$ cat config.mk
export PLATFORM = sky130hd
export DESIGN_NAME = sbmq_ctrl
export DESIGN_NICKNAME = d
export VERILOG_FILES = /design/src/sbmq_pkg.sv /design/src/sbmq_ctrl.sv
export VERILOG_INCLUDE_DIRS = /design/src /design/src/src
export SDC_FILE = /design/constraint.sdc
export NUM_CORES = 1
export LEC_CHECK = 0
export BUFFER_PORTS_ARGS = -buffer_cell sky130_fd_sc_hd__buf_2
export CAP_MARGIN = 5
export CELL_PAD_IN_SITES_DETAIL_PLACEMENT = 1
export CELL_PAD_IN_SITES_GLOBAL_PLACEMENT = 1
export CORE_AREA = 2 2 39 41
export CTS_CLUSTER_DIAMETER = 60
export DETAILED_ROUTE_END_ITERATION = 6
export DIE_AREA = 0 0 41 43
export GPL_TIMING_DRIVEN = 1
export PLACE_DENSITY = 0.4
export SLEW_MARGIN = 20
export SYNTH_ARGS = -nofsm -noshare
export SYNTH_HDL_FRONTEND = slang
export SYNTH_SLANG_ARGS = --single-unit
$ cat constraint.sdc
create_clock -name clk -period 2.8 [get_ports clk]
set_clock_uncertainty 0.2 [all_clocks]
set_input_delay 0.56 -clock clk [delete_from_list [all_inputs] [get_ports clk]]
set_output_delay 0.56 -clock clk [all_outputs]
set_load 0.005 [all_outputs]
$ cat src/shared_buffer_multi_queue_macros.svh
// assertion macros for the shared buffer queue block
`ifndef SHARED_BUFFER_MULTI_QUEUE_MACROS_SVH
`define SHARED_BUFFER_MULTI_QUEUE_MACROS_SVH

// same-cycle implication, sampled on clk, off during reset
`define SBMQ_ASSERT_IMP(lbl, ante, cons, msg) \
    lbl: assert property (@(posedge clk) disable iff (!rst_n) (ante) |-> (cons)) \
        else $error(msg);

// next-cycle implication, sampled on clk, off during reset
`define SBMQ_ASSERT_NXT(lbl, ante, cons, msg) \
    lbl: assert property (@(posedge clk) disable iff (!rst_n) (ante) |=> (cons)) \
        else $error(msg);

`endif

$ cat src/sbmq_pkg.sv
package sbmq_pkg;

    localparam int SLOTS      = 16;
    localparam int QUEUES     = 4;
    localparam int DATA_WIDTH = 32;

    localparam int SLOT_W = (SLOTS > 1) ? $clog2(SLOTS) : 1;
    localparam int QIDX_W = (QUEUES > 1) ? $clog2(QUEUES) : 1;

    localparam int OPCODE_W = 1;
    localparam int QID_W    = 2;
    localparam int WORD_W   = 32;
    localparam int STATUS_W = 2;

    localparam logic [OPCODE_W-1:0] OP_PUSH = 1'b0;
    localparam logic [OPCODE_W-1:0] OP_POP  = 1'b1;

    localparam logic [STATUS_W-1:0] ST_OK        = 2'd0;
    localparam logic [STATUS_W-1:0] ST_OVERFLOW  = 2'd1;
    localparam logic [STATUS_W-1:0] ST_UNDERFLOW = 2'd2;

    typedef struct packed {
        logic load;
        logic exec;
        logic commit;
    } sbmq_cmd_t;

    typedef struct packed {
        logic              valid;
        logic [SLOT_W-1:0] slot;
    } link_t;

    // link of a slot that was never rewritten: slot i points to i+1, the last slot has no link
    function automatic link_t reset_link(input logic [SLOT_W-1:0] idx);
        link_t lnk;
        lnk.valid = (idx != SLOT_W'(SLOTS - 1));
        lnk.slot  = lnk.valid ? SLOT_W'(idx + SLOT_W'(1)) : '0;
        return lnk;
    endfunction

endpackage

$ cat src/sbmq_ctrl.sv
`include "shared_buffer_multi_queue_macros.svh"

module sbmq_ctrl
    import sbmq_pkg::*;
(
    input  logic      clk,
    input  logic      rst_n,
    input  logic      in_valid,
    output logic      in_ready,
    output logic      out_valid,
    input  logic      out_ready,
    output sbmq_cmd_t cmd
);

    localparam logic [1:0] S_IDLE = 2'd0;
    localparam logic [1:0] S_EXEC = 2'd1;
    localparam logic [1:0] S_WB   = 2'd2;

    logic [1:0] state_reg;
    logic [1:0] state_next;
    logic       out_valid_reg;
    logic       out_valid_next;
    logic       out_free;
    logic       commit;
    logic       accept;

    assign out_free = !out_valid_reg || out_ready;
    assign commit   = (state_reg == S_WB) && out_free;
    assign in_ready = (state_reg == S_IDLE) || commit;
    assign accept   = in_valid && in_ready;

    always_comb
    begin
        case (state_reg)
            S_IDLE:
            begin
                state_next = accept ? S_EXEC : S_IDLE;
            end
            S_EXEC:
            begin
                state_next = S_WB;
            end
            S_WB:
            begin
                if (commit)
                begin
                    state_next = accept ? S_EXEC : S_IDLE;
                end
                else
                begin
                    state_next = S_WB;
                end
            end
            default:
            begin
                state_next = S_IDLE;
            end
        endcase
    end

    assign out_valid_next = commit || (out_valid_reg && !out_ready);

    always_ff @(posedge clk or negedge rst_n)
    begin
        if (!rst_n)
        begin
            state_reg     <= S_IDLE;
            out_valid_reg <= 1'b0;
        end
        else
        begin
            state_reg     <= state_next;
            out_valid_reg <= out_valid_next;
        end
    end

    assign out_valid  = out_valid_reg;
    assign cmd.load   = accept;
    assign cmd.exec   = (state_reg == S_EXEC);
    assign cmd.commit = commit;

    `SBMQ_ASSERT_NXT(a_accept_to_exec, in_valid && in_ready, state_reg == S_EXEC, "accepted item did not start")
    `SBMQ_ASSERT_NXT(a_result_held, out_valid_reg && !out_ready, out_valid_reg, "pending result dropped")
    `SBMQ_ASSERT_IMP(a_wb_after_exec, state_reg == S_WB, $past(state_reg) == S_EXEC || $past(state_reg) == S_WB, "write-back without execute")
    `SBMQ_ASSERT_NXT(a_commit_shows, commit, out_valid_reg, "committed result not shown")

endmodule

# Yosys cells after proc, flatten, opt, wreduce, memory -nomap -nowiden
# Cells that the tools add are included.
dict set report totals {
  out_inout_bits 5
  elab_cells 16
  in_bits 4
  reg_bits 3
}
dict set report classes {
  mux 3
  eq_ne 2
  reduce_logical 9
}
# operator count
set op_table {}
lappend op_table {{$pmux W2 S3} 1}
lappend op_table {{$logic_and A1 B1 Y1} 3}
lappend op_table {{$logic_or A1 B1 Y1} 3}
lappend op_table {{$eq A2 B1 Y1 const B} 1}
lappend op_table {{$eq A2 B2 Y1 const B} 1}
lappend op_table {{$logic_not A1 Y1} 2}
lappend op_table {{$logic_not A2 Y1} 1}
lappend op_table {{$mux W2} 1}
lappend op_table {{$mux W1} 1}

# Logic depth before layout (Yosys ltp)
dict set report logic_depth {
  word_depth 8
  ltp_mapped 3
}

# Worst setup path before layout
# No wires, ideal clock.
dict set report synth_path {
  kind {input to output}
  startpoint {input out_ready}
  endpoint {output cmd[2] (netlist name)}
  t_arrival_ns 0.902
  slack_ns 1.138
  cell_stages 3
  n_path_buf 1
  cell_sequence {nor2b_2 > a21oi_1 > buf_4}
}
dict set report synth_via {
  elab_chain_cells 4
}
# element line
set synth_lines {}
lappend synth_lines {{start, declared} sbmq_ctrl.sv:11} ;# input logic out_ready,
lappend synth_lines {{$logic_or A1 B1 Y1} sbmq_ctrl.sv:27} ;# assign out_free = !out_valid_reg || out_ready;
lappend synth_lines {{$logic_and A1 B1 Y1} sbmq_ctrl.sv:28} ;# assign commit = (state_reg == S_WB) && out_free;
lappend synth_lines {{$logic_or A1 B1 Y1} sbmq_ctrl.sv:29} ;# assign in_ready = (state_reg == S_IDLE) || commit;
lappend synth_lines {{$logic_and A1 B1 Y1} sbmq_ctrl.sv:30} ;# assign accept = in_valid && in_ready;
lappend synth_lines {{end, declared} sbmq_ctrl.sv:12} ;# output sbmq_cmd_t cmd
# Every way passes these cells.

==> results.py <==
metrics = {
    "detailed_routing": {
        "drtPass1Iterations": 2,
        "drt_iter0_markers": 3,
        "via_count": 151,
        "wl_per_cell_um": 8.837,
        "routed_wl_um": 380,
        "final_antenna_net_count": 0,
        "drc": 0,
        "vias_per_cell": 3.512,
    },
    "setup_path": {
        "path_class": "reg -> out",
        "r2r_cells": 2,
        "cp_max_fo": 4,
        "crit_path_end_kind": "output port",
        "crit_family": "flip-flops",
        "crit_path_max_incr_delay_ns": 0.38,
        "crit_chain": "nor2b_2 > a21oi_1 > buf_2",
        "r2r-end": "state_reg[0]$_DFF_PN0_",
        "timing.reg2reg.setup_slack_ns": 1.78,
        "r2r_start": "out_valid$_DFF_PN0_",
        "cp_num_cells": 3,
        "required_ns": 2.04,
        "critical_path_buf_inv_count": 1,
        "arrival_ns": 1.07,
        "cp-start-kind": "register",
        "crit_slowest_cell": "dfrtp_1",
    },
    "cts": {
        "cts_tree": "built",
        "clk_pin_slew_ns": 0.03,
        "cts_max_level": 1,
        "cts_buffer_depth": 2,
        "cts_setup_buffers": 0,
        "cts_buffers": 3,
        "postCtsResizedCells": 0,
        "cts.sinks": 3,
        "cts-root-buf": "clkbuf_4",
        "clock_latency_ns": 0.23,
    },
    "worst_hold_path": {
        "holdPathEnd": "out_valid$_DFF_PN0_",
        "hold_start": "out_valid$_DFF_PN0_",
        "hold_depth": 2,
        "min_path_type": "reg -> reg",
    },
    "layout": {
        "antennaDiodeCount": 0,
        "syn_to_final_growth_pct": 52.85,
        "final_layout_size_suffix_gt1_frac": 0.4444,
        "largest_register_ff_count": 2,
        "fin_nets": 32,
    },
    "synthesis": {
        "synth_nets": 20,
        "syn_avg_cell_area_um2": 9.619,
        "syn_inst": 16,
        "yosysSeqAreaShare": 0.4878,
        "synth_area_um2": 153.9,
        "synth_cell_types": 9,
        "ys_warn_count": 0,
        "synth-seq-cells": 3,
    },
    "global_route": {
        "grt_pass1_wl_um": 503,
        "overflow": 0,
        "antenna_found_initial": 0,
        "grt_max_degree": 6,
        "grt_pass1_vias": 132,
        "grt_usage": 0.05136,
    },
    "job": {
        "cap_viol_max_count": 0,
    },
    "timing": {
        "fmax_ghz": 0.5476,
        "rsz0062_at_grt": "no",
        "finalSetupViolations": 0,
        "slew_violations": 0,
        "holdWs_ns": 0.3385,
        "fin_crit_sh": 0.6522,
        "relSlewSlack": 0.8957,
        "tns_ns": 0,
        "finalHoldViolCount": 0,
        "min_period_ns": 1.826,
        "tightest_slew_ns": 0.1557,
    },
    "place": {
        "portBuffers": 8,
        "place_congestion": 0.5177,
        "detailed_place_hpwl_um": 307.9,
    },
    "floorplanning": {
        "rows": 14,
        "pin_count": 9,
        "dieArea_um2": 1763,
        "core-area_um2": 1384,
        "die_w_um": 41,
        "initial_core_util": 0.1112,
        "dieHeight_um": 43,
    },
    "power": {
        "cellPowerDensity_nw_per_um2": 674.6,
        "leakage_nw": 0.1191,
        "ir_drop_uv": 150.1,
    },
    "outcome": {
        "status": "finished, final reports clean",
    },
}
where the power goes:
| part | internal [mW] | leakage, nW | switching [mW] |
|---|---|---|---|
| logic | 0.0152 | 0.0661 | 0.0136 |
| clock network | 0.0533 | 0.0150 | 0.0214 |
| registers | 0.0496 | 0.0380 | 0.00558 |
timing repair:
item                                    CTS  global route
endpoints found under the setup margin    0             0
hold buffers                              1             0
endpoints found under the hold margin     3             0
cells by family (layout without fill, tap and decap cells):
group | Yosys count | in the layout | synth area share
simple gates | 7 | 7 | 0.2683
compound gates | 4 | 4 | 0.1463
flops | 3 | 3 | 0.4878
buf+inv | 2 | 13 | 0.09753
how the worst max path moves through the flow:
stage / start / endpoint / slack (ns)
final: out_valid$_DFF_PN0_ / cmd[2] / 0.97
after global routing: out_valid$_DFF_PN0_ / in_ready / 0.91
after CTS: out_valid$_DFF_PN0_ / cmd[2] / 0.95
after detailed placement: out_ready / cmd[2] / 0.98
after global placement: out_ready / cmd[2] / 1.01
after floorplan: out_ready / cmd[2] / 1.14
cells in the mapped netlist:
master | instances | share of area
a21oi_1 | 3 | 0.098
buf_4 | 2 | 0.098
dfrtp_1 | 3 | 0.49
nand2_1 | 1 | 0.024
nand2b_1 | 3 | 0.12
nor2_1 | 1 | 0.024
nor2b_1 | 1 | 0.041
nor2b_2 | 1 | 0.057
o21bai_1 | 1 | 0.049
per-stage QoR:
stage	cell area (µm²)	setup slack [ns]	power, mW	instances	util
floorplan	153.9	1.138	0.07249	16	-
global placement	198.9	1.010	0.08260	38	0.1438
detailed placement	198.9	0.9797	0.08411	38	0.1438
CTS	235.2	0.9533	0.1642	43	0.1700
global route	235.2	0.9122	0.1738	43	0.1700
finish	235.2	0.9738	0.1587	43	0.1700
per-layer routing:
metal  GRT usage  wire [µm]  vias to the layer above
li1            -          -                       73
met1     0.06494        190                       65
met2     0.04063        123                       11
met3     0.03141         58                        2
met4     0.08000          8                        0
met5           0          0                        -
cells in the final DEF, fill, tap and decap left out, drive strengths merged:
master / synthesis / routed
a21oi: 3 / 3
buf: 2 / 8
clkbuf: 0 / 4
dfrtp: 3 / 3
dlygate4sd3: 0 / 1
nand2: 1 / 1
nand2b: 3 / 3
nor2: 1 / 1
nor2b: 2 / 2
o21bai: 1 / 1
worst reg2reg max path: stages (launching register included):
cell and delay (ns):
dfrtp_1 0.38, nor2b_2 0.18, a21oi_1 0.17
layout make-up:
cell class	instances	area [µm²]
clock buffer	4	26.28
sequential	3	75.07
timing repair buffer	9	50.05
tap	16	20.02
fill	168	1149
multi-input combinational	11	63.81
Power figures use the tool's default switching activity.
