## src/shared_buffer_multi_queue_macros.svh

```systemverilog
// assertion macros for the shared buffer queue block
`ifndef SHARED_BUFFER_MULTI_QUEUE_MACROS_SVH
`define SHARED_BUFFER_MULTI_QUEUE_MACROS_SVH

// same-cycle implication, sampled on clk, off during reset
`define SBMQ_ASSERT_IMP(lbl, ante, cons, msg) \
    lbl: assert property (@(posedge clk) disable iff (!rst_n) (ante) |-> (cons)) \
        else $error(msg);

// next-cycle implication, sampled on clk, off during reset
`define SBMQ_ASSERT_NXT(lbl, ante, cons, msg) \
    lbl: assert property (@(posedge clk) disable iff (!rst_n) (ante) |=> (cons)) \
        else $error(msg);

`endif

```

## src/sbmq_pkg.sv

```systemverilog
package sbmq_pkg;

    localparam int SLOTS      = 16;
    localparam int QUEUES     = 4;
    localparam int DATA_WIDTH = 32;

    localparam int SLOT_W = (SLOTS > 1) ? $clog2(SLOTS) : 1;
    localparam int QIDX_W = (QUEUES > 1) ? $clog2(QUEUES) : 1;

    localparam int OPCODE_W = 1;
    localparam int QID_W    = 2;
    localparam int WORD_W   = 32;
    localparam int STATUS_W = 2;

    localparam logic [OPCODE_W-1:0] OP_PUSH = 1'b0;
    localparam logic [OPCODE_W-1:0] OP_POP  = 1'b1;

    localparam logic [STATUS_W-1:0] ST_OK        = 2'd0;
    localparam logic [STATUS_W-1:0] ST_OVERFLOW  = 2'd1;
    localparam logic [STATUS_W-1:0] ST_UNDERFLOW = 2'd2;

    typedef struct packed {
        logic load;
        logic exec;
        logic commit;
    } sbmq_cmd_t;

    typedef struct packed {
        logic              valid;
        logic [SLOT_W-1:0] slot;
    } link_t;

    // link of a slot that was never rewritten: slot i points to i+1, the last slot has no link
    function automatic link_t reset_link(input logic [SLOT_W-1:0] idx);
        link_t lnk;
        lnk.valid = (idx != SLOT_W'(SLOTS - 1));
        lnk.slot  = lnk.valid ? SLOT_W'(idx + SLOT_W'(1)) : '0;
        return lnk;
    endfunction

endpackage

```

## src/sbmq_dp.sv

```systemverilog
module sbmq_dp
    import sbmq_pkg::*;
(
    input  logic                     clk,
    input  logic                     rst_n,
    input  sbmq_cmd_t                cmd,
    input  logic [OPCODE_W-1:0]      opcode,
    input  logic [QID_W-1:0]         queue_id,
    input  logic signed [WORD_W-1:0] push_data,
    output logic signed [WORD_W-1:0] pop_data,
    output logic [STATUS_W-1:0]      status
);

    // item registers
    logic [OPCODE_W-1:0]   op_reg;
    logic [QIDX_W-1:0]     q_reg;
    logic [DATA_WIDTH-1:0] word_reg;
    logic [SLOT_W-1:0]     idx_reg;
    logic [STATUS_W-1:0]   res_reg;

    // queue and free list state
    logic [SLOT_W-1:0]     head_reg [QUEUES];
    logic [SLOT_W-1:0]     tail_reg [QUEUES];
    logic [QUEUES-1:0]     nonempty_reg;
    logic [SLOT_W-1:0]     free_head_reg;
    logic                  free_ne_reg;

    // link store and data store
    link_t                 link_mem [SLOTS];
    logic [SLOTS-1:0]      link_wr_reg;
    link_t                 link_rd_reg;
    logic [DATA_WIDTH-1:0] data_mem [SLOTS];
    logic [DATA_WIDTH-1:0] data_rd_reg;

    logic [WORD_W-1:0]     pop_data_reg;
    logic [STATUS_W-1:0]   status_reg;

    logic [SLOT_W-1:0]     exec_idx;
    logic                  exec_ok;
    logic [STATUS_W-1:0]   exec_res;
    logic                  lw_en;
    logic [SLOT_W-1:0]     lw_addr;
    link_t                 lw_data;
    logic                  done_ok;

    always_ff @(posedge clk)
    begin
        if (cmd.load)
        begin
            op_reg   <= opcode;
            q_reg    <= QIDX_W'(queue_id % QUEUES);
            word_reg <= DATA_WIDTH'($unsigned(push_data));
        end
    end

    always_comb
    begin
        if (op_reg == OP_PUSH)
        begin
            exec_idx = free_head_reg;
            exec_ok  = free_ne_reg;
            exec_res = free_ne_reg ? ST_OK : ST_OVERFLOW;
        end
        else
        begin
            exec_idx = head_reg[q_reg];
            exec_ok  = nonempty_reg[q_reg];
            exec_res = nonempty_reg[q_reg] ? ST_OK : ST_UNDERFLOW;
        end
    end

    always_ff @(posedge clk)
    begin
        if (cmd.exec)
        begin
            idx_reg <= exec_idx;
            res_reg <= exec_res;
        end
    end

    assign done_ok = cmd.commit && (res_reg == ST_OK);

    // one link write a cycle: tail append in execute, slot relink in write-back
    always_comb
    begin
        lw_en   = 1'b0;
        lw_addr = idx_reg;
        lw_data = '0;
        if (cmd.exec && exec_ok && (op_reg == OP_PUSH) && nonempty_reg[q_reg])
        begin
            lw_en         = 1'b1;
            lw_addr       = tail_reg[q_reg];
            lw_data.valid = 1'b1;
            lw_data.slot  = exec_idx;
        end
        else if (done_ok)
        begin
            lw_en   = 1'b1;
            lw_addr = idx_reg;
            if (op_reg == OP_POP)
            begin
                lw_data.valid = free_ne_reg;
                lw_data.slot  = free_head_reg;
            end
        end
    end

    always_ff @(posedge clk)
    begin
        if (lw_en)
        begin
            link_mem[lw_addr] <= lw_data;
        end
        if (cmd.exec)
        begin
            link_rd_reg <= link_wr_reg[exec_idx] ? link_mem[exec_idx] : reset_link(exec_idx);
        end
    end

    always_ff @(posedge clk or negedge rst_n)
    begin
        if (!rst_n)
        begin
            link_wr_reg <= '0;
        end
        else if (lw_en)
        begin
            link_wr_reg[lw_addr] <= 1'b1;
        end
    end

    always_ff @(posedge clk)
    begin
        if (cmd.exec && exec_ok && (op_reg == OP_PUSH))
        begin
            data_mem[exec_idx] <= word_reg;
        end
        if (cmd.exec && (op_reg == OP_POP))
        begin
            data_rd_reg <= data_mem[exec_idx];
        end
    end

    always_ff @(posedge clk or negedge rst_n)
    begin
        if (!rst_n)
        begin
            for (int i = 0; i < QUEUES; i++)
            begin
                head_reg[i] <= '0;
                tail_reg[i] <= '0;
            end
            nonempty_reg  <= '0;
            free_head_reg <= '0;
            free_ne_reg   <= 1'b1;
        end
        else if (done_ok)
        begin
            if (op_reg == OP_PUSH)
            begin
                free_head_reg <= link_rd_reg.slot;
                free_ne_reg   <= link_rd_reg.valid;
                if (!nonempty_reg[q_reg])
                begin
                    head_reg[q_reg]     <= idx_reg;
                    nonempty_reg[q_reg] <= 1'b1;
                end
                tail_reg[q_reg] <= idx_reg;
            end
            else
            begin
                head_reg[q_reg]     <= link_rd_reg.slot;
                nonempty_reg[q_reg] <= link_rd_reg.valid;
                free_head_reg       <= idx_reg;
                free_ne_reg         <= 1'b1;
            end
        end
    end

    always_ff @(posedge clk)
    begin
        if (cmd.commit)
        begin
            status_reg <= res_reg;
            if ((op_reg == OP_POP) && (res_reg == ST_OK))
            begin
                pop_data_reg <= WORD_W'(data_rd_reg);
            end
            else
            begin
                pop_data_reg <= '0;
            end
        end
    end

    assign pop_data = $signed(pop_data_reg);
    assign status   = status_reg;

endmodule

```

## config.mk

```make
export PLATFORM = sky130hd
export DESIGN_NAME = sbmq_dp
export DESIGN_NICKNAME = d
export VERILOG_FILES = /design/src/shared_buffer_multi_queue_macros.svh /design/src/sbmq_pkg.sv /design/src/sbmq_dp.sv
export SDC_FILE = /design/constraint.sdc
export NUM_CORES = 1
export LEC_CHECK = 0
export ABC_AREA = 1
export BUFFER_PORTS_ARGS = -buffer_cell sky130_fd_sc_hd__buf_2
export CELL_PAD_IN_SITES_DETAIL_PLACEMENT = 0
export CELL_PAD_IN_SITES_GLOBAL_PLACEMENT = 1
export CORE_MARGIN = 1
export CORE_UTILIZATION = 45
export DETAILED_ROUTE_END_ITERATION = 8
export PLACE_DENSITY_LB_ADDON = 0.2
export SETUP_SLACK_MARGIN = 0.02
export SLEW_MARGIN = 10
export SYNTH_ARGS = -nofsm -noshare
export SYNTH_HDL_FRONTEND = slang
export SYNTH_SLANG_ARGS = --single-unit
```

## constraint.sdc

```tcl
create_clock -name clk -period 4.6 [get_ports clk]
set_input_delay 0.92 -clock clk [delete_from_list [all_inputs] [get_ports clk]]
set_output_delay 0.92 -clock clk [all_outputs]
set_load 0.05 [all_outputs]
```

======== Word-level counts from Yosys, hierarchy flattened ========
Memory sizes are Yosys's and may differ from the RTL's. A register that Yosys moved wholly into a read port is not among the register bits.
Index checks and enable logic that the tools add are counted.
cells by class
  $add $sub $neg .......................... 1
  $lt $le $gt $ge ......................... 7
  equality and inequality tests ........... 2
  multiplexer cells ....................... 43
  bitwise gates (word level) .............. 4
  reduce and logical (&&, ||, !) cells .... 12
operator list
  operator               count
  $bwmux W16             3
  $mux W4                11
  $mux W16               2
  $mux W5                4
  $bmux W4 S2            2
  $or A16 B16 Y16        1
  $mux W1                13
  $lt A4 B5 Y1 const B   2
  $logic_and A1 B1 Y1    9
  $demux W4 S2           1
  $add A4 B1 Y4 const B  1
  $bmux W1 S4            1
  $bwmux W4              1
  $demux W1 S4           1
  $ge A4 B1 Y1 const B   1
  $mux W2                2
  $ne A4 B4 Y1 const B   1
  $or A4 B4 Y4           1
  $reduce_and A2 Y1      2
  $ge A3 B3 Y1 const B   1
  $lt A2 B3 Y1 const B   1
  $lt A3 B1 Y1 const B   1
  $not A2 Y3             1
  $bmux W1 S2            1
  other kinds (5)        5
storage, ports and cells
  flip-flop bits (word level) ............. 137
  memory bits (writable) .................. 592
  input bits .............................. 40
  word-level logic and storage cells ...... 92
  memories kept ........................... 2
memory list
  memory    words  bits a word  read ports  clocked after Yosys merged registers in  write ports  RTL line       RTL
  data_mem  16     32           1           1                                        1            sbmq_dp.sv:32  logic [DATA_WIDTH-1:0] data_mem [SLOTS];
  link_mem  16     5            1           0                                        1            sbmq_dp.sv:29  link_t link_mem [SLOTS];

======== Longest topological paths before layout ========
Gate-level depths: netlist (run 1).
  word-level depth ........................ 12
  depth in mapped cells ................... 18
  mapped depth without buffers ............ 15

======== Worst setup path after synthesis (run 1) ========
OpenSTA, ideal clock, no wires.
  path type ............................... register to register
  start point ............................. reg q_reg[0]
  end point ............................... mem data_mem[3][0], enable pin
  arrival ................................. 3017 ps
  data required time ...................... 4179 ps
  slack ................................... 1162 ps
  cell stages (with the launch flop) ...... 12
  period minus slack after synthesis ...... 3438 ps
  cells stage by stage .................... edfxtp_1 > buf_6 > o21ai_0 > nand2_1 > nand2_1 > nand2_1 > nand2_1 > buf_2 > buf_2 > ha_1 > nand2_1 > nor2_1
between the ends
  elaborated cells on any way between the ends .. 12
  those cells by class .................... mux: 9; bitwise: 1; reduce/logical: 2
RTL lines
  item                                         RTL line       RTL
  from (decl)                                  sbmq_dp.sv:16  logic [QIDX_W-1:0] q_reg;
  from (signal assigned)                       sbmq_dp.sv:51  q_reg <= QIDX_W'(queue_id % QUEUES);
  $not A2 Y3 (implied by the code)             sbmq_dp.sv:66  exec_idx = head_reg[q_reg];
  $bmux W4 S2                                  sbmq_dp.sv:66
  $mux W4 (implied by the code) (2 in series)  sbmq_dp.sv:66
  $mux W4                                      sbmq_dp.sv:58  if (op_reg == OP_PUSH)
  via exec_idx[1]                              sbmq_dp.sv:38  logic [SLOT_W-1:0] exec_idx;
  to (decl)                                    sbmq_dp.sv:32
The timed path passes the listed nets, and every way through them passes these cells. The select of a mux whose other input is x is not followed.

======== Worst setup path in the final report (run 1) ========
  start point ............................. reg op_reg
  end point ............................... mem data_mem[7][4], enable pin
between the ends
  word-level cells in the longest chain between the ends .. 5
  elaborated cells on any way between the ends .. 7
  those cells by class .................... mux: 4; bitwise: 1; reduce/logical: 2
RTL lines
  item                               RTL line        RTL
  from (decl)                        sbmq_dp.sv:15   logic [OPCODE_W-1:0] op_reg;
  from (signal assigned)             sbmq_dp.sv:50   op_reg <= opcode;
  $mux W1                            sbmq_dp.sv:58
  $logic_and A1 B1 Y1 (2 in series)  sbmq_dp.sv:134  if (cmd.exec && exec_ok && (op_reg == OP_PUSH))
  $mux W1                            sbmq_dp.sv:134
  $mux W1 (implied by the code)      sbmq_dp.sv:136  data_mem[exec_idx] <= word_reg;
Several ways; a longest one is shown, not always the timed one.

==> reports/metrics.cfg, run 1 <==
[power]
vdd_ir_drop_max_v=0.0003611
power_uw=19300
power.density_mw_per_mm2=555.9
p_leak_uw=0.01334

[final_layout]
nNetsFinal=2722
largest_reg_flops=512
antenna_cells=0
top_register=data_mem
drive_above_1_share_pct=10.58
reg_top3=data_mem x512, link_mem x80
syn_to_final_growth_pct=12.44
final_area_mm2=0.03473
layout_common_cells=edfxtp_1 (704), nand2_1 (515), inv_1 (295)
final_common_cell=edfxtp_1

[yosys]
syn_inst=2610
async_reset_ff_share_pct=7.490
synth_seq_area_share_pct=73.07
synth_edf_count=704
synth_cell_types=36
synth_ff_type=edfxtp_1
yosysWarnings=0
synth.area.top_cells=edfxtp_1 (68%), nand2_1 (6.3%), dfrtp_1 (4.5%), o21ai_0 (4.3%), inv_1 (3.6%)
synth_top_cell_area_share_pct=68.45
syn_avg_cell_area_um2=11.83
synth_fp_nets=2654
synth-seq-cells=761
yosysTopAreaCell=edfxtp_1
mappedNetlistArea_mm2=0.03088

[worst_setup_path]
critical_path_class=reg -> reg
cpPeakStageDelay_ps=750
cp_data_required_time_ps=4910
end_kind=flop
reg2reg_depth=7
crit_chain=inv_1 > nand2_1 > nand2_4 > ha_1 > nand2_1 > nor2_4 > buf_4
start_kind=flop
path_common_cell=nand2_1
worst_ep_arrival_time_ps=3750
critPathSlowestCell=nor2_4
cp_max_fo=29

[die]
rows=95
start_util_pct=45.74
die_area_mm2=0.06969
ios=74
die_h_um=264.0
fp.coreArea_mm2=0.06751
die_width_um=264.0

[worst_hold_path]
holdPathStages=1
min_path_type=in -> reg

[drt]
remaining_drc_errors=0
ant_nets=0
viasPerCell=5.284
wl_per_cell_um=21.06
vias=19100
drt_iter0_drc=1610
first_pass_iters=5
drt_wl_total_mm=76.12

[placement]
hpwl_mm=42.11
post-place-ws_ps=1168
dpl_cell_area_mm2=0.03222
place_congestion=0.8213
portBuffers=73

[timing]
slew-limit-headroom_pct=27.39
slew_violations=0
finalSetupViolations=0
hold_violations=0
rsz0062_at_grt=false
finClkSkew_ps=23.89
setup_slack_ps=1161
period_share_pct=74.76
clock.fmax_mhz=290.8
tightestPinTransition_ps=1089
fin_crit_ps=3439
setup_tns_ps=0

[clock_network]
cts_sinks=761
insertion_delay_ps=630
cts-buffers-inserted=80
htree_num_levels=3
clockBufferDepth=3
ctsHoldBuffers=0
cts_tree=built
cts_resized=0
postCtsSetupBuffers=0
path_clk_slew_ps=60
cts_root_buf=clkbuf_16

[global_routing]
grt.total_usage_pct=22.05
antenna_found_initial=3
grt_pass1_wl_mm=115.0
grt_max_degree=225
grt_pass1_vias=18540
grt_remaining_overflow=0

[outcome]
status=completed

[job]
cap_violations=0

==> layer usage <==
metal	routed length (µm)	track usage, %	up-vias	share of wire (%)
li1	-	-	9052	-
met1	35590	32.19	9430	47
met2	34310	33.85	503	45
met3	4650	4.446	111	6.1
met4	1567	5.500	0	2.1
met5	0	0	-	0
==> critical path: cells and delay by family (launching register included) <==
kind	cells	cell delay (ps)
simple gates	4	1470
buf+inv	2	700
flops	1	690
fa+ha+maj	1	240
==> cell usage after synthesis (2+ instances only) <==
master,instances
a21oi_1,77
a221oi_1,2
a22oi_1,2
buf_1,5
buf_2,50
buf_4,21
buf_6,9
clkbuf_1,44
dfrtp_1,56
edfxtp_1,704
ha_1,4
inv_1,295
inv_2,14
nand2_1,517
nand2_2,6
nand2_4,2
nand3_1,113
nand3_2,4
nand3b_1,20
nor2_1,275
nor2_2,6
nor2_4,4
o2111ai_1,2
o211ai_1,32
o21ai_0,264
o21ai_1,3
o22ai_1,70
==> area by class of cell <==
type	count	area, µm²
repair buffers	116	763.2
clock buffers	104	2133
fillers	5825	32790
multi-input cells	1410	6635
clock inverters	41	374.1
well taps	873	1092
flip-flops and latches	761	22570
inverters	309	1160
==> where the power goes <==
| part | internal [µW] | total [µW] | switching (µW) | leakage [µW] |
|---|---|---|---|---|
| clock | 3570 | 6230 | 2650 | 0.00123 |
| sequential | 8250 | 8570 | 319 | 0.00708 |
| combinational | 1230 | 4510 | 3270 | 0.00502 |
| total | 13100 | 19300 | 6250 | 0.0133 |
==> path summary, 6_finish.rpt <==
check	from	endpoint	slack [ps]
max	op_reg	data_mem[7][4]	1160
min	push_data[17]	word_reg[17]	460
max reg2reg	op_reg	data_mem[7][4]	1160
min reg2reg	link_wr_reg[14]	link_wr_reg[14]	460
max in group asynchronous	rst_n	head_reg[4]	3230
min in group asynchronous	rst_n	link_wr_reg[9]	480
==> per-stage QoR <==
step	hold WS, ps	util (%)	std cells
after floorplan	427.2	-	2610
after global placement	447.2	47.72	3469
after detailed placement	451.1	47.72	3469
after CTS	429.6	51.43	3614
after global routing	432.8	51.43	3614
final	464.1	51.43	3614
==> kinds of logic after synthesis <==
family                   share of synthesized area [%]
AO/OA/AOI/OAI                                    8.167
XOR/XNOR                                       0.02836
adder cells (fa/ha/maj)                         0.1621
buffers and inverters                            6.016
flip-flops                                       73.07
AND/OR/NAND/NOR                                  12.55
(Power assumes the default switching activity.)
==> run 2: changes to the inputs <==
clock period = 2.9 ns   (was 4.6 ns; I/O delays follow)
==> run 2 against run 1 <==
  * Sequential power up 59%
  * Core utilization up 1.0 points
  * Sequential share of layout area down 1.3 points
  * Critical endpoint is now data_rd_reg[30]
  * Final cell count up 1.1%
  * Design area up 2.0%
  * Clock skew down 5.1 ps
  * Die area unchanged
  * Critical path type unchanged
  * Register-to-register slack worse by 980 ps
  * Flip-flop and latch count unchanged
  * Clock power up 61%
==> reports/metrics.cfg, run 2 (synthesized netlist as in run 1, its figures left out) <==
[final_layout]
top_register=data_mem
final_area_mm2=0.03542  ; +2.0%
largest_reg_flops=512  ; unchanged
antenna_cells=0  ; unchanged
layout_common_cells=edfxtp_1 (704), nand2_1 (515), inv_1 (295)
final_common_cell=edfxtp_1
layoutNonFillerInstCount=3653  ; +1.1%
syn_to_final_growth_pct=14.69
nNetsFinal=2760  ; +1.4%
drive_above_1_share_pct=11.94  ; +1.4 points
reg_top3=data_mem x512, link_mem x80

[drt]
ant_nets=0  ; unchanged
drt_wl_total_mm=76.43  ; +0.40%
drt-met1-wl_mm=36.78  ; +3.3%
first_pass_iters=5  ; unchanged
wl_met3_mm=3.824  ; -18%
vias=19250  ; +0.80%
viasPerCell=5.269  ; -0.27%
wl_met2_mm=34.28  ; about the same
remaining_drc_errors=0  ; unchanged
wl_per_cell_um=20.92  ; -0.67%
drt_iter0_drc=1914  ; +19%
top_layer=met4

[clock_network]
clockBufferDepth=3  ; unchanged
htree_num_levels=3  ; unchanged
cts-buffers-inserted=81  ; +1.3%
ctsHoldBuffers=0  ; unchanged
path_clk_slew_ps=60  ; about the same
cts_sinks=761  ; unchanged
insertion_delay_ps=620  ; about the same
cts_root_buf=clkbuf_16
cts_tree=built

[global_routing]
grt_pass1_wl_mm=115.6  ; +0.53%
antenna_found_initial=3  ; unchanged
grt.total_usage_pct=22.10  ; +0.055 points
grt_max_degree=97  ; -57%
grt_remaining_overflow=0  ; unchanged
grt_pass1_vias=18590  ; +0.31%

[timing]
clock.fmax_mhz=367.7  ; +26%
finClkSkew_ps=18.82  ; -5.069 ps
period_share_pct=93.78  ; +19 points
rsz0062_at_grt=false
setup_tns_ps=0  ; unchanged
finalSetupViolations=0  ; unchanged
hold_violations=0  ; unchanged
fin_crit_ps=2720  ; -719.5 ps
tightestPinTransition_ps=818.2  ; -270.9 ps
setup_slack_ps=180.4  ; -980.5 ps
slew_violations=0  ; unchanged
slew-limit-headroom_pct=44.88  ; +17 points

[placement]
dpl.cell_count=3505  ; +1.0%
portBuffers=73  ; unchanged
place_congestion=0.8535  ; +3.9%
hpwl_mm=44.61  ; +5.9%
post-place-ws_ps=214.3  ; -953.3 ps
dpl_cell_area_mm2=0.03282  ; +1.9%

[worst_setup_path]
r2r_start=q_reg[0]
crit_chain=buf_2 > nand2_1 > o21ai_0 > nand2_1 > nand3_1 > nand2_8 > buf_4 > a21oi_1 > o21ai_0 > nand2_1 > nand2_1 > nand2_1 > inv_1 > nand3_1
critical-path-top-delay-family=simple AND/OR/NAND/NOR gates
path_buf_inv=3  ; +1
critPathSlowestCell=edfxtp_1
worst_ep_arrival_time_ps=3050  ; -700 ps
path_common_cell=nand2_1
end_kind=flop
cpPeakStageDelay_ps=500  ; -250 ps
cp_data_required_time_ps=3230  ; -1680 ps
critPathLaunch=q_reg[0]
critical_path_class=reg -> reg
cp_max_fo=48  ; +66%
start_kind=flop

[die]
rows=95  ; unchanged
fp.coreArea_mm2=0.06751  ; unchanged
ios=74  ; unchanged
die_h_um=264.0  ; unchanged
die_area_mm2=0.06969  ; unchanged
die_width_um=264.0  ; unchanged
start_util_pct=45.74  ; unchanged

[outcome]
status=completed

[power]
power_uw=31190  ; +62%
p_leak_uw=0.01366  ; +2.4%
power.density_mw_per_mm2=880.5  ; +58%
vdd_ir_drop_max_v=0.0005644  ; +56%

[job]
cap_violations=0  ; unchanged

[worst_hold_path]
min_path_type=in -> async

==> run 2: cell count changes in the layout (fill, tap and decap cells not counted), sizes merged <==
cell	before	now
bufinv	5	6
clkbuf	104	97
clkinvlp	2	3
inv	314	313
buf	116	153
clkinv	29	37
==> run 2: worst register-to-register path, stage by stage, from the launching register on <==
cell,delay [ps]
edfxtp_1,500
buf_2,220
nand2_1,70
o21ai_0,90
nand2_1,120
nand3_1,180
nand2_8,150
buf_4,490
a21oi_1,120
o21ai_0,100
nand2_1,70
nand2_1,60
nand2_1,70
inv_1,60
nand3_1,130
==> run 2: stage by stage <==
step | utilization, % | hold WS, ps
finish | 52.46 | 23.07
global route | 52.46 | 65.76
CTS | 52.45 | 13.72
detailed placement | 48.61 | 451.1
global placement | 48.61 | 446.5
floorplan | - | 284.4
==> run 2: layer usage <==
| layer | vias up | GRT usage, % |
|---|---|---|
| met5 | - | 0 |
| met4 | 0 | 5.893 |
| met3 | 111 | 3.216 |
| met2 | 466 | 33.47 |
| met1 | 9517 | 33.37 |
| li1 | 9155 | - |
==> run 2: layout make-up <==
cell class / instances / area, µm²
fill: 5773 / 32090
timing repair buffer: 153 / 1380
multi-input combinational: 1410 / 6629
clock inverter: 50 / 451.7
inverter: 309 / 1160
clock buffer: 97 / 2140
sequential: 761 / 22570
tap: 873 / 1092
==> run 2: report_power, final <==
part	internal [µW]	switching (µW)
Combinational	2250	5320
Sequential	13100	497
Clock	5830	4210
Total	21200	10000
==> run 2: timing repair <==
action | CTS | global route
buffers inserted | 0 | 1
resized for setup | 0 | 1
setup endpoints to repair | 0 | 6
==> run 2: final timing paths <==
| kind | cells past startpoint | slack, ps | end |
|---|---|---|---|
| min in group clk | 1 | 130 | word_reg[11] |
| setup reg to reg | 14 | 180 | data_rd_reg[30] |
| hold / removal | 1 | 20 | tail_reg[15] |
| max in group asynchronous | 2 | 2130 | link_wr_reg[9] |
| hold reg to reg | 2 | 460 | link_wr_reg[11] |
| setup / recovery | 14 | 180 | data_rd_reg[30] |
